### src/design/bpc_pkg.sv
package bpc_pkg;

  localparam int NUM_BUTTONS = 4;
  localparam int PIN_BITS = 4;
  localparam int BTN_IDX_W = (NUM_BUTTONS > 1) ? $clog2(NUM_BUTTONS) : 1;
  localparam int STAMP_W = 32;
  localparam int CFG_W = 16;
  localparam int CFG_IDX_W = 1;
  localparam int BUTTON_ID_W = 2;

  localparam logic [CFG_IDX_W-1:0] CFG_LONG_PRESS = 1'b0;
  localparam logic [CFG_IDX_W-1:0] CFG_CLICK_MIN = 1'b1;

  localparam logic [CFG_W-1:0] LONG_PRESS_RESET = 16'd1000;
  localparam logic [CFG_W-1:0] CLICK_MIN_RESET = 16'd20;

  localparam logic KIND_CLICK = 1'b0;
  localparam logic KIND_LONG = 1'b1;

  typedef struct packed {
    logic [PIN_BITS-1:0] pin_levels;
    logic [STAMP_W-1:0] now_ms;
  } scan_t;

  typedef struct packed {
    logic [BUTTON_ID_W-1:0] button_id;
    logic event_kind;
    logic last_event;
  } press_t;

  typedef struct packed {
    logic [NUM_BUTTONS-1:0] fire;
    logic [NUM_BUTTONS-1:0] kind;
  } ev_t;

endpackage

### src/design/bpc_eval.sv
module bpc_eval import bpc_pkg::*; (
  input  logic                 clk,
  input  logic                 rst,
  input  logic                 cfg_we,
  input  logic [CFG_IDX_W-1:0] cfg_index,
  input  logic [CFG_W-1:0]     cfg_data,
  input  logic                 take,
  input  scan_t                scan,
  output ev_t                  ev
);

  logic [CFG_W-1:0] long_press_ms;
  logic [CFG_W-1:0] click_min_ms;

  always_ff @(posedge clk) begin
    if (rst) begin
      long_press_ms <= LONG_PRESS_RESET;
      click_min_ms <= CLICK_MIN_RESET;
    end else if (cfg_we) begin
      case (cfg_index)
        CFG_LONG_PRESS: long_press_ms <= cfg_data;
        CFG_CLICK_MIN:  click_min_ms <= cfg_data;
        default: ;
      endcase
    end
  end

  for (genvar g = 0; g < NUM_BUTTONS; g++) begin : g_btn
    logic               held;
    logic               long_fired;
    logic [STAMP_W-1:0] press_stamp;
    logic               down;
    logic [STAMP_W-1:0] elapsed;
    logic               held_next;
    logic               long_fired_next;
    logic               stamp_load;
    logic               fire;
    logic               kind;

    if (g < PIN_BITS) begin : g_pin
      assign down = ~scan.pin_levels[g];
    end else begin : g_nopin
      assign down = 1'b0;
    end

    assign elapsed = scan.now_ms - press_stamp;

    always_comb begin
      held_next = held;
      long_fired_next = long_fired;
      stamp_load = 1'b0;
      fire = 1'b0;
      kind = KIND_CLICK;
      if (down && !held) begin
        held_next = 1'b1;
        long_fired_next = 1'b0;
        stamp_load = 1'b1;
      end else if (down && held) begin
        if (!long_fired && (elapsed > STAMP_W'(long_press_ms))) begin
          long_fired_next = 1'b1;
          fire = 1'b1;
          kind = KIND_LONG;
        end
      end else if (!down && held) begin
        held_next = 1'b0;
        if (!long_fired && (elapsed > STAMP_W'(click_min_ms))) begin
          fire = 1'b1;
        end
      end
    end

    assign ev.fire[g] = fire;
    assign ev.kind[g] = kind;

    always_ff @(posedge clk) begin
      if (rst) begin
        held <= 1'b0;
        long_fired <= 1'b0;
      end else if (take) begin
        held <= held_next;
        long_fired <= long_fired_next;
      end
    end

    always_ff @(posedge clk) begin
      if (take && stamp_load) begin
        press_stamp <= scan.now_ms;
      end
    end
  end

endmodule

### src/design/bpc_serial.sv
module bpc_serial import bpc_pkg::*; (
  input  logic   clk,
  input  logic   rst,
  input  logic   take,
  input  ev_t    ev,
  output logic   free,
  output logic   press_valid,
  input  logic   press_stall,
  output press_t press
);

  logic [NUM_BUTTONS-1:0] mask;
  logic [NUM_BUTTONS-1:0] kinds;
  logic [NUM_BUTTONS-1:0] pick;
  logic [NUM_BUTTONS-1:0] rest;
  logic [BTN_IDX_W-1:0]   pick_idx;
  logic                   can_load;
  logic                   pick_kind;

  assign can_load = !press_valid || !press_stall;
  assign pick = mask & (~mask + NUM_BUTTONS'(1));
  assign rest = mask & ~pick;
  assign free = (mask == '0) || (can_load && (rest == '0));
  assign pick_kind = |(pick & kinds);

  always_comb begin
    pick_idx = '0;
    for (int i = 0; i < NUM_BUTTONS; i++) begin
      if (pick[i]) begin
        pick_idx = BTN_IDX_W'(i);
      end
    end
  end

  always_ff @(posedge clk) begin
    if (rst) begin
      mask <= '0;
      press_valid <= 1'b0;
    end else begin
      if (take) begin
        mask <= ev.fire;
      end else if (can_load) begin
        mask <= rest;
      end
      if (can_load) begin
        press_valid <= (mask != '0);
      end
    end
  end

  always_ff @(posedge clk) begin
    if (take) begin
      kinds <= ev.kind;
    end
    if (can_load && (mask != '0)) begin
      press.button_id <= BUTTON_ID_W'(pick_idx);
      press.event_kind <= pick_kind;
      press.last_event <= (rest == '0);
    end
  end

`ifndef SYNTH
  a_pending_shows: assert property (@(posedge clk) disable iff (rst)
    (mask != '0) |=> press_valid)
    else $error("Pending events did not reach the output register.");

  a_take_when_free: assert property (@(posedge clk) disable iff (rst)
    take |-> ((mask == '0) || ($countones(mask) == 1 && can_load)))
    else $error("New events loaded over undelivered ones.");

  a_more_follow: assert property (@(posedge clk) disable iff (rst)
    (can_load && (mask != '0) && (rest != '0)) |=> (mask != '0))
    else $error("Beat not marked last but no further event pending.");
`endif

endmodule

### src/design/button_press_classifier_top.sv
// Classifies each scan of the buttons into short clicks and long presses. A
// scan beat is taken whenever the internal event buffer is free, which is
// every cycle while scans cause at most one event each and the output is not
// stalled; a scan with several events holds the buffer while the single
// output register drains them, one event per beat unless stalled. The first
// event of a scan passes through the event mask and then the output register;
// events leave in ascending button order, the final one marked by last_event.
// Configuration writes are meant for idle periods only.
module button_press_classifier_top import bpc_pkg::*; (
  input  logic                 clk,
  input  logic                 rst,
  input  logic                 cfg_we,
  input  logic [CFG_IDX_W-1:0] cfg_index,
  input  logic [CFG_W-1:0]     cfg_data,
  input  logic                 scan_valid,
  output logic                 scan_stall,
  input  scan_t                scan,
  output logic                 press_valid,
  input  logic                 press_stall,
  output press_t               press
);

  logic  scan_reg_valid;
  scan_t scan_reg;
  logic  take;
  logic  free;
  ev_t   ev;

  assign take = scan_reg_valid && free;
  assign scan_stall = scan_reg_valid && !free;

  always_ff @(posedge clk) begin
    if (rst) begin
      scan_reg_valid <= 1'b0;
    end else if (!scan_stall) begin
      scan_reg_valid <= scan_valid;
    end
  end

  always_ff @(posedge clk) begin
    if (!scan_stall && scan_valid) begin
      scan_reg <= scan;
    end
  end

  bpc_eval u_eval (
    .clk       (clk),
    .rst       (rst),
    .cfg_we    (cfg_we),
    .cfg_index (cfg_index),
    .cfg_data  (cfg_data),
    .take      (take),
    .scan      (scan_reg),
    .ev        (ev)
  );

  bpc_serial u_serial (
    .clk         (clk),
    .rst         (rst),
    .take        (take),
    .ev          (ev),
    .free        (free),
    .press_valid (press_valid),
    .press_stall (press_stall),
    .press       (press)
  );

endmodule
### config.mk
export PLATFORM = sky130hd
export DESIGN_NAME = button_press_classifier_top
export DESIGN_NICKNAME = d
export VERILOG_FILES = /design/src/design/bpc_pkg.sv /design/src/design/bpc_eval.sv /design/src/design/bpc_serial.sv /design/src/design/button_press_classifier_top.sv
export SDC_FILE = /design/constraint.sdc
export NUM_CORES = 1
export LEC_CHECK = 0
export BUFFER_PORTS_ARGS = -buffer_cell sky130_fd_sc_hd__buf_2
export CAP_MARGIN = 20
export CORE_ASPECT_RATIO = 0.5
export CORE_UTILIZATION = 40
export DETAILED_ROUTE_END_ITERATION = 12
export SYNTH_ARGS = -nofsm -noshare
export SYNTH_HDL_FRONTEND = slang
export SYNTH_SLANG_ARGS = --single-unit
### constraint.sdc
create_clock -name clk -period 3.97 [get_ports clk]
set_input_delay 0.1985 -clock clk [delete_from_list [all_inputs] [get_ports clk]]
set_output_delay 0.1985 -clock clk [all_outputs]
set_load 0.005 [all_outputs]
==> summary.txt, run 1 <==
STA
  – Post-Route Skew: 0.0148 ns
  – Actual slew at the worst max-slew pin: 0.971 ns
  – Max Clk Rate: 0.236 GHz
  – Unrepaired setup endpoints after global routing: true
  – Period Utilization, post-route: 107%
  – Setup violators final: 11
  – Slew Limit Fails: 0
  – Relative slew slack: 35.2%
  – Tmin final: 4.23 ns
  – Final count of hold timing violations: 0
  – Final WS setup: -0.259 ns

Job
  – Max Cap Violations: 0

Pwr
  – Power share of the clock group: 27.1%
  – P_leak: 0.0101 µW
  – Sw frac: 35.3%
  – Peak VDD IR: 257 µV
  – Sw Pwr: 2970 µW
  – Pwr dens: 357 mW/mm²
  – Int Pwr: 5440 µW
  – Sequential power share: 31.6%
  – Logic gate share of total power: 41.4%

Synth
  – Post-synth ARST share: 0%
  – Syn Nets: 2378
  – Post-Syn Area: 0.0182 mm²
  – Synth Instances: 2051
  – FF+latch count, synth: 218
  – Synth Area per Inst: 8.87 µm²
  – Yosys warns: 0
  – Register area share after synthesis: 33.4%
  – Post-synth top flop: edfxtp_1
  – Post-synth cell types: 79
  – Post-synth EDFFs: 172

Route
  – WL/cell: 19.4 µm
  – Met2 WL post-DR: 24500 µm
  – WL final: 58900 µm
  – DR vias: 17000
  – Pre-antenna DRT Iters: 6
  – Top Layer Used: met4
  – Routed met3 length: 4560 µm
  – ANT nets after route: 0
  – Detailed-route DRC error count: 0
  – Met1 Wirelength: 28400 µm
  – Via density: 5.60
  – Initial DRC count: 1545

Setup path
  – CP top delay family: compound AO/OA/AOI/OAI gates
  – Critical path class: flop to flop
  – Reg2Reg Depth: 17
  – Required @ worst endpoint: 4.27 ns
  – Cell at the slowest stage of the critical path: or4_1
  – CP peak stage delay: 0.47 ns
  – Crit path from: scan_reg[1]
  – R2r setup slk: -0.26 ns
  – Crit Path Max Fanout: 4
  – Worst Path Buf+Inv: 0
  – Crit path DAT: 4.53 ns
  – RR Startpoint: scan_reg[1]
  – Termination of the worst setup path: u_serial.kinds[3]
  – Critical path, cell by cell: ha_1 > nor2b_4 > o31a_1 > o311a_4 > a221o_1 > xor2_2 > ha_4 > o21ai_2 > o21ai_1 > o211ai_1 > a21oi_1 > a211oi_1 > a31o_2 > nor4bb_4 > nand2_1 > or4_1 > and3_1
  – CP Capture Type: flop
  – Crit path depth: 17
  – Critical R2R Capture: u_serial.kinds[3]
  – Worst setup SP type: flop

Floorplanning
  – Die area: 0.0464 mm²
  – I/O pin cnt: 64
  – Core area: 0.0442 mm²
  – Die W: 304 µm
  – Die height: 153 µm
  – Initial Util: 41.2%
  – Placement row count: 54

Status
  – Outcome: complete, but fails checks
  – Failing checks: setup timing

Placed design
  – Placed cell areas: 0.0211 mm²
  – GP Congestion: 0.963
  – HPWL Detailed: 46000 µm
  – Buffers on Ports: 63

Worst hold path
  – Worst hold stages: 3
  – Type of the most critical hold path: primary input to flop

Final layout
  – Final core occ: 53.3%
  – N_diodes: 0
  – Share of cells above drive strength 1: 22.1%
  – Post-route cell area: 0.0235 mm²
  – Area grow syn2layout: 29.4%
  – Largest register FFs: 128
  – Commonest non-fill, non-tap cell in the layout: buf_4
  – Final net count: 2759
  – Most frequent cells in the layout: buf_4 (282), ha_1 (244), inv_1 (200), a21oi_1 (182), edfxtp_1 (172)

Clocking
  – Clock Root Buffer: clkbuf_16
  – # clock sinks: 218
  – CTS Buf Count: 24
  – Worst-path clk slew: 0.07 ns
  – CTS tree: yes
  – Htree depth: 1
  – CTS Buffer Depth: 3
  – Clock latency on the worst-skew pair: 0.55 ns

Global route
  – Largest net degree at the start of global routing: 52
  – Vias in the first global route: 15800
  – Total GRT Usage: 24.5%
  – Initial antenna violation count: 0
  – Total gr overflow: 0
  – First-pass GRT wire length: 89300 µm
## timing repair
action | in CTS | in global routing
hold buffers | 53 | 0
buffers inserted | 9 | 19
hold endpoints to repair | 69 | 0
pin swaps | 47 | 95
endpoints found under the setup margin | 12 | 12
resized for setup | 88 | 94
## synth_stat cells (all sizes together), types with 17 or more instances
cell type / n / area share, %
nor3: 39 / 1.1
a31oi: 27 / 0.93
xor2: 25 / 1.2
dfxtp: 46 / 5.1
clkbuf: 53 / 1.1
xnor2: 61 / 2.9
nand2: 171 / 3.5
a211oi: 27 / 1.2
nor2: 125 / 2.6
o21ai: 127 / 3.5
o211ai: 24 / 0.99
edfxtp: 172 / 28
nand4: 58 / 2.0
o21a: 25 / 1.0
ha: 265 / 18
a21o: 66 / 2.7
nor2b: 24 / 0.87
a21oi: 210 / 5.8
a211o: 18 / 0.87
nor4: 17 / 0.58
nand2b: 27 / 0.93
nand3: 46 / 1.3
inv: 202 / 4.2
## metrics by stage
step           std cells  hold WS [ns]  setup WS (ns)  TNS [ns]  power (µW)
4_1_cts             3021        0.0143         -0.285    -0.567        8200
3_3_place_gp        2919         0.374         -0.296     -1.64        5720
6_report            3036        0.0326         -0.259    -0.801        8420
2_1_floorplan       2051         0.297        -0.0956   -0.0956        4570
5_1_grt             3036        0.0890         -0.465     -2.63        8890
3_5_place_dp        2919         0.377         -0.373     -2.28        5750
## power by group through the flow
stage               Sequential (µW)  Combinational (µW)  Clock, µW
CTS                            2660                3230       2310
global route                   2670                3810       2410
finish                         2660                3480       2280
global placement               2700                3020          0
floorplan                      2700                1870          0
detailed placement             2710                3040          0
## per-layer routing
layer | global-route usage, % | up-vias
met1 | 35.9 | 8041
li1 | - | 8367
met3 | 5.81 | 82
met4 | 5.90 | 0
met5 | 0 | -
met2 | 36.2 | 526
## cells by family (layout without fill, tap and decap cells)
logic type | count (synthesis) | after routing | share of synthesized area [%]
AOI/OAI and AO/OA | 625 | 625 | 21.9
and+or+nand+nor | 582 | 582 | 15.8
adders and majority gates | 269 | 269 | 18.7
buffers and inverters | 258 | 655 | 5.32
DFF | 218 | 218 | 33.4
xor gates and xnor gates | 86 | 86 | 4.14
muxes | 13 | 13 | 0.729
## worst register-to-register path, cell delays in order, from the launching register on
cell and delay [ns]:
edfxtp_1 0.44, ha_1 0.29, nor2b_4 0.13, o31a_1 0.26, o311a_4 0.37, a221o_1 0.36
xor2_2 0.21, ha_4 0.24, o21ai_2 0.05, o21ai_1 0.08, o211ai_1 0.10, a21oi_1 0.10
a211oi_1 0.23, a31o_2 0.20, nor4bb_4 0.22, nand2_1 0.09, or4_1 0.47, and3_1 0.15
## how the worst min path moves through the flow
stage | slack [ns] | from | end
final | 0.03 | press_stall | u_serial.press_valid
after global routing | 0.09 | press_stall | u_serial.press_valid
after CTS | 0.01 | press_stall | u_serial.press_valid
after detailed placement | 0.38 | scan[16] | scan_reg[16]
after global placement | 0.37 | scan[34] | scan_reg[34]
after floorplan | 0.30 | scan[0] | scan_reg[0]
## layout make-up
| class | count | area, µm² |
|---|---|---|
| clock buffers | 30 | 644 |
| clock inverters | 12 | 110 |
| fillers | 4047 | 20600 |
| inverters | 202 | 761 |
| multi-input cells | 1575 | 12100 |
| flip-flops and latches | 218 | 6090 |
| well taps | 588 | 736 |
| repair buffers | 411 | 3120 |
Power figures use the tool's default switching activity.
==> run 2: changes to the inputs <==
--- a/config.mk
+++ b/config.mk
@@ -10,6 +10,8 @@
 export CORE_ASPECT_RATIO = 0.5
 export CORE_UTILIZATION = 40
 export DETAILED_ROUTE_END_ITERATION = 12
+export HOLD_SLACK_MARGIN = 0.05
+export MAX_ROUTING_LAYER = met4
 export SYNTH_ARGS = -nofsm -noshare
 export SYNTH_HDL_FRONTEND = slang
 export SYNTH_SLANG_ARGS = --single-unit
==> constraint.sdc (replaced) <==
create_clock -name clk -period 3.6 [get_ports clk]
set_input_delay 0.18 -clock clk [delete_from_list [all_inputs] [get_ports clk]]
set_output_delay 0.18 -clock clk [all_outputs]
set_load 0.005 [all_outputs]
==> run 2 against run 1 <==
  * The flow still finishes with violations (setup timing)
  * Sequential power increased by 10%
  * Register-to-register slack got worse by 0.35 ns
  * Largest power group unchanged
  * Highest routed layer unchanged
  * Critical path type unchanged
  * Setup slack lost 0.35 ns
==> summary.txt, run 2 (synthesis results as in run 1) <==
Route
  – Initial DRC count: 1627 (+5.3%)
  – Via density: 5.51 (-1.7%)
  – Routed met3 length: 4480 µm (-1.9%)
  – Met1 Wirelength: 29700 µm (+4.4%)
  – Met2 WL post-DR: 26700 µm (+9.0%)
  – Detailed-route DRC error count: 0 (unchanged)
  – Pre-antenna DRT Iters: 5 (-1)
  – WL/cell: 19.3 µm (-0.64%)
  – WL final: 62700 µm (+6.5%)
  – Top Layer Used: met4
  – DR vias: 17900 (+5.3%)
  – ANT nets after route: 0 (unchanged)

Floorplanning
  – Initial Util: 41.2% (unchanged)
  – Placement row count: 54 (unchanged)
  – Die W: 304 µm (unchanged)
  – Die height: 153 µm (unchanged)
  – Die area: 0.0464 mm² (unchanged)
  – I/O pin cnt: 64 (unchanged)
  – Core area: 0.0442 mm² (unchanged)

Clocking
  – Clock latency on the worst-skew pair: 0.55 ns (about the same)
  – Worst-path clk slew: 0.07 ns (about the same)
  – CTS Buf Count: 24 (unchanged)
  – Htree depth: 1 (unchanged)
  – Clock Root Buffer: clkbuf_16
  – CTS Buffer Depth: 3 (unchanged)
  – CTS tree: yes
  – # clock sinks: 218 (unchanged)

Pwr
  – Sw Pwr: 3490 µW (+17%)
  – Logic gate share of total power: 43.1% (+1.7 points)
  – Int Pwr: 6430 µW (+18%)
  – Power share of the clock group: 27.3% (+0.2 points)
  – Peak VDD IR: 327 µV (+27%)
  – Sw frac: 35.2% (-0.13 points)
  – Sequential power share: 29.6% (-2.0 points)
  – P_leak: 0.0112 µW (+11%)
  – Pwr dens: 390 mW/mm² (+9.0%)
  – Power Total: 9920 µW (+18%)

Setup path
  – Critical R2R Capture: u_serial.kinds[3]
  – RR Startpoint: u_eval.g_btn[3].press_stamp[1]
  – Required @ worst endpoint: 3.91 ns (-0.36 ns)
  – Reg2Reg Depth: 18 (+1)
  – R2r setup slk: -0.60 ns (-0.35 ns)
  – CP Capture Type: flop
  – Worst setup SP type: flop
  – Crit path DAT: 4.51 ns (-0.02 ns)
  – Crit Path Max Fanout: 4 (unchanged)
  – Critical path class: flop to flop

STA
  – Relative slew slack: 34.6% (-0.69 points)
  – WHS: 0.169 ns (+0.136 ns)
  – Setup violators final: 12 (+1)
  – Post-Route Skew: 0.0118 ns (-0.00297 ns)
  – Max Clk Rate: 0.238 GHz (+0.57%)
  – Unrepaired setup endpoints after global routing: true
  – Actual slew at the worst max-slew pin: 0.982 ns (+0.0103 ns)
  – Period Utilization, post-route: 117% (+10 points)
  – Final count of hold timing violations: 0 (unchanged)
  – Final WS setup: -0.605 ns (-0.346 ns)
  – Tmin final: 4.20 ns (-0.0240 ns)
  – Slew Limit Fails: 0 (unchanged)

Global route
  – First-pass GRT wire length: 97200 µm (+8.8%)
  – Total gr overflow: 0 (unchanged)
  – Total GRT Usage: 27.4% (+2.9 points)
  – Largest net degree at the start of global routing: 52 (unchanged)
  – Vias in the first global route: 17300 (+9.2%)
  – Initial antenna violation count: 1 (+1)

Final layout
  – N_diodes: 0 (unchanged)
  – Commonest non-fill, non-tap cell in the layout: buf_4
  – Final core occ: 57.6% (+4.3 points)
  – Final net count: 2974 (+7.8%)
  – Multi-input logic area: 0.0122 mm² (+1.3%)
  – Most frequent cells in the layout: buf_4 (489), ha_1 (237), inv_1 (199), a21oi_1 (184), edfxtp_1 (172)
  – Area grow syn2layout: 39.9%
  – Largest register FFs: 128 (unchanged)
  – Share of cells above drive strength 1: 29.4% (+7.2 points)
  – Fill cell count: 3949 (-2.4%)
  – Storage cell area: 0.00609 mm² (unchanged)
  – Layout Cells excl Fill: 3253 (+7.1%)

Status
  – Outcome: complete, but fails checks
  – Failing checks: setup timing

Placed design
  – Dpl cells: 3108 (+6.5%)
  – Buffers on Ports: 63 (unchanged)
  – HPWL Detailed: 48300 µm (+4.9%)
  – Post-place setup slack: -0.711 ns (-0.338 ns)
  – GP Congestion: 0.978 (+1.5%)

Worst hold path
  – Hold EP: u_eval.long_press_ms[2]
  – Type of the most critical hold path: primary input to flop
  – Worst hold stages: 5 (+2)
  – Startpoint of the worst hold path: cfg_index

Job
  – Max Cap Violations: 0 (unchanged)
[run 2: changes by cell type in the layout (fill, tap and decap cells not counted), sizes merged]
cell,change
clkbuf,-2
dlygate4sd3,+1
inv,+4
clkinvlp,+2
buf,+214
clkinv,-2
[run 2: worst max-delay path by stage]
stage                        end  slack (ns)                            from
2_1_floorplan  u_serial.kinds[3]       -0.47                     scan_reg[1]
3_3_place_gp   u_serial.kinds[3]       -0.61                     scan_reg[0]
3_5_place_dp   u_serial.kinds[3]       -0.71                     scan_reg[0]
4_1_cts        u_serial.kinds[3]       -0.57  u_eval.g_btn[3].press_stamp[1]
5_1_grt        u_serial.kinds[3]       -0.85                     scan_reg[6]
6_report       u_serial.kinds[3]       -0.60  u_eval.g_btn[3].press_stamp[1]
[run 2: metrics by stage]
| stage | cell area (µm²) | TNS (ns) |
|---|---|---|
| 6_report | 25500 | -5.41 |
| 5_1_grt | 25500 | -7.36 |
| 2_1_floorplan | 18300 | -0.683 |
| 3_5_place_dp | 22600 | -7.03 |
| 3_3_place_gp | 22600 | -5.83 |
| 4_1_cts | 24900 | -4.32 |
[run 2: area by class of cell]
class / count / share of cell area, %
Clock buffer: 28 / 2.67
Clock inverter: 16 / 0.614
Timing Repair Buffer: 626 / 18.8
Tap cell: 588 / 2.89
Multi-Input combinational cell: 1575 / 48.1
Inverter: 202 / 3.01
Sequential cell: 218 / 23.9
[run 2: what timing repair did]
item,in CTS,in global routing
resized for setup,132,77
endpoints found under the setup margin,12,12
pin swaps,71,93
setup buffers,29,29
endpoints found under the hold margin,70,0
hold buffers,54,0
[run 2: power groups by stage]
stage / combinational [µW] / sequential, µW / clock [µW]
global route: 4680 / 2940 / 2860
global placement: 3650 / 2990 / 0
finish: 4280 / 2930 / 2710
CTS: 4030 / 2930 / 2750
detailed placement: 3690 / 2990 / 0
floorplan: 2070 / 2970 / 0
[run 2: worst max-delay path, stage by stage (launching register included)]
cell      delay [ns]
edfxtp_1        0.42
inv_2           0.10
ha_4            0.19
nor2b_4         0.12
o31a_1          0.27
o311a_4         0.37
a221o_1         0.34
xor2_1          0.25
ha_1            0.29
o21ai_1         0.09
o21ai_1         0.08
o211ai_1        0.09
a21oi_1         0.09
a211oi_1        0.17
a31o_2          0.18
nor4bb_4        0.21
nand2_1         0.10
or4_1           0.46
and3_1          0.15
[run 2: layer usage]
layer,track usage (%),vias to the layer above
met1,38.2,8467
met3,4.53,97
met4,7.47,0
li1,-,8777
met5,-,-
met2,40.9,579
==> run 3: changes to the inputs <==
--- a/config.mk
+++ b/config.mk
@@ -8,6 +8,7 @@
 export BUFFER_PORTS_ARGS = -buffer_cell sky130_fd_sc_hd__buf_2
 export CAP_MARGIN = 20
 export CORE_ASPECT_RATIO = 0.5
+export CORE_MARGIN = 4
 export CORE_UTILIZATION = 40
 export DETAILED_ROUTE_END_ITERATION = 12
 export HOLD_SLACK_MARGIN = 0.05
==> run 3 against run 2 <==
  * The flow still finishes with violations (setup timing)
  * Non-clock buffer count shrank 18
  * Clock skew increased by 0.018 ns
  * Design area is 0.83% lower
  * Clock power is 4% lower
  * Largest power group unchanged
  * Hold slack better by 0.0095 ns
==> summary.txt, run 3 (synthesis results as in run 1) <==
STA
  – Actual slew at the worst max-slew pin: 0.981 ns (-0.000419 ns)
  – Period Utilization, post-route: 120% (+3.6 points)
  – Max Clk Rate: 0.231 GHz (-3.0%)
  – Tmin final: 4.33 ns (+0.129 ns)
  – Final count of hold timing violations: 0 (unchanged)
  – Relative slew slack: 34.6% (about the same)
  – Slew Limit Fails: 0 (unchanged)
  – Unrepaired setup endpoints after global routing: true
  – Setup violators final: 12 (unchanged)
  – Final WS setup: -0.734 ns (-0.129 ns)
  – Post-Route Skew: 0.0300 ns (+0.0182 ns)

Clocking
  – # clock sinks: 218 (unchanged)
  – Clock Root Buffer: clkbuf_16
  – CTS Buf Count: 24 (unchanged)
  – Worst-path clk slew: 0.07 ns (about the same)
  – Htree depth: 1 (unchanged)
  – CTS Buffer Depth: 3 (unchanged)
  – CTS tree: yes
  – Clock latency on the worst-skew pair: 0.55 ns (about the same)

Global route
  – First-pass GRT wire length: 95900 µm (-1.4%)
  – Vias in the first global route: 16900 (-2.3%)
  – Largest net degree at the start of global routing: 52 (unchanged)
  – Total gr overflow: 0 (unchanged)
  – Total GRT Usage: 25.4% (-2.0 points)
  – Initial antenna violation count: 0 (-1)

Floorplanning
  – Die W: 310 µm (+2.0%)
  – I/O pin cnt: 64 (unchanged)
  – Die height: 159 µm (+3.9%)
  – Initial Util: 41.1% (-0.063 points)
  – Die area: 0.0492 mm² (+6.0%)
  – Core area: 0.0443 mm² (+0.15%)
  – Placement row count: 54 (unchanged)

Final layout
  – Most frequent cells in the layout: buf_4 (476), ha_1 (239), inv_1 (200), a21oi_1 (182), edfxtp_1 (172)
  – N_diodes: 0 (unchanged)
  – Fill cell count: 3911 (-0.96%)
  – Layout Cells excl Fill: 3234 (-0.58%)
  – Storage cell area: 0.00609 mm² (unchanged)
  – Commonest non-fill, non-tap cell in the layout: buf_4
  – Share of cells above drive strength 1: 28.7% (-0.66 points)
  – Area grow syn2layout: 38.7%
  – Multi-input logic area: 0.0122 mm² (-0.13%)
  – Largest register FFs: 128 (unchanged)
  – Final net count: 2956 (-0.61%)

Setup path
  – Critical path class: flop to flop
  – Reg2Reg Depth: 17 (-1)
  – Critical R2R Capture: u_serial.kinds[3]
  – RR Startpoint: scan_reg[1]
  – CP Capture Type: flop
  – Crit path DAT: 4.62 ns (+0.11 ns)
  – Required @ worst endpoint: 3.89 ns (-0.02 ns)
  – Crit Path Max Fanout: 4 (unchanged)
  – R2r setup slk: -0.73 ns (-0.13 ns)
  – Worst setup SP type: flop

Route
  – Initial DRC count: 1536 (-5.6%)
  – Detailed-route DRC error count: 0 (unchanged)
  – WL/cell: 19.5 µm (+1.4%)
  – WL final: 63200 µm (+0.78%)
  – Via density: 5.54 (+0.51%)
  – Pre-antenna DRT Iters: 5 (unchanged)
  – ANT nets after route: 0 (unchanged)
  – DR vias: 17900 (-0.078%)

Job
  – Max Cap Violations: 0 (unchanged)

Worst hold path
  – Type of the most critical hold path: primary input to flop
  – Worst hold stages: 5 (unchanged)
  – Hold EP: u_eval.long_press_ms[0]
  – Startpoint of the worst hold path: cfg_index

Status
  – Outcome: complete, but fails checks
  – Failing checks: setup timing

Placed design
  – Dpl cells: 3084 (-0.77%)
  – GP Congestion: 0.941 (-3.8%)
  – Buffers on Ports: 63 (unchanged)
  – HPWL Detailed: 49300 µm (+2.1%)

Pwr
  – P_leak: 0.0111 µW (-1.1%)
  – Pwr dens: 388 mW/mm² (-0.34%)
  – Peak VDD IR: 317 µV (-3.0%)
  – Power Total: 9800 µW (-1.2%)
run 3: changes by cell type in the layout (fill, tap and decap cells not counted), sizes merged:
| cell | change |
|---|---|
| inv | -5 |
| clkbuf | +3 |
| clkinv | +3 |
| buf | -18 |
| clkinvlp | -1 |
| bufinv | -1 |
run 3: routing by layer:
layer	wire length (µm)	track usage (%)
met5	0	-
met4	1180	4.36
met3	4190	3.98
met2	27500	38.1
met1	30300	36.7
run 3: repair_timing:
action | 4_1_cts | 5_1_grt
hold buffers | 54 | 0
setup endpoints to repair | 12 | 12
buffers inserted | 25 | 37
gates resized for setup | 93 | 118
endpoints found under the hold margin | 70 | 0
pin swaps | 51 | 112
run 3: how the worst max path moves through the flow:
stage,start,to,slack (ns)
3_3_place_gp,scan_reg[1],u_serial.mask[0],-0.64
6_report,scan_reg[1],u_serial.kinds[3],-0.73
3_5_place_dp,scan_reg[1],u_serial.kinds[3],-0.69
2_1_floorplan,scan_reg[1],u_serial.kinds[3],-0.47
5_1_grt,scan_reg[0],u_serial.kinds[3],-0.91
4_1_cts,scan_reg[1],u_serial.kinds[3],-0.66
run 3: power by group:
part	switching (µW)	internal (µW)	leakage (µW)	total (µW)
sequential	66.3	2850	0.00199	2920
clock	1110	1490	0.000401	2600
combinational	2240	2050	0.00870	4280
run 3: worst max-delay path: stages, from the launching register on:
cell and delay (ns):
edfxtp_1 0.42, ha_1 0.29, nor2b_4 0.13, o31a_1 0.27
o311a_4 0.37, a221o_1 0.36, xor2_2 0.17, ha_1 0.30
o21ai_1 0.09, o21ai_1 0.07, o211ai_1 0.08, a21oi_1 0.10
a211oi_2 0.21, a31o_2 0.19, nor4bb_4 0.24, nand2_1 0.12
or4_1 0.49, and3_1 0.16
run 3: metrics by stage:
| step | instance area (µm²) | setup slack, ns | utilization, % | TNS, ns | hold slack [ns] |
|---|---|---|---|---|---|
| floorplan | 18300 | -0.466 | - | -0.683 | 0.279 |
| global placement | 22400 | -0.643 | 50.7 | -5.86 | 0.356 |
| detailed placement | 22400 | -0.694 | 50.7 | -6.25 | 0.358 |
| CTS | 24400 | -0.657 | 55.0 | -3.80 | 0.141 |
| global route | 25200 | -0.914 | 57.0 | -7.40 | 0.185 |
| finish | 25200 | -0.734 | 57.0 | -5.41 | 0.178 |
run 3: layout make-up:
type                       instances  share of cell area [%]
sequential                       218                    24.1
clock inverter                    12                   0.347
inverter                         202                    3.01
tap                              588                    2.91
multi-input combinational       1575                    48.4
timing repair buffer             608                    18.3
clock buffer                      31                    2.86
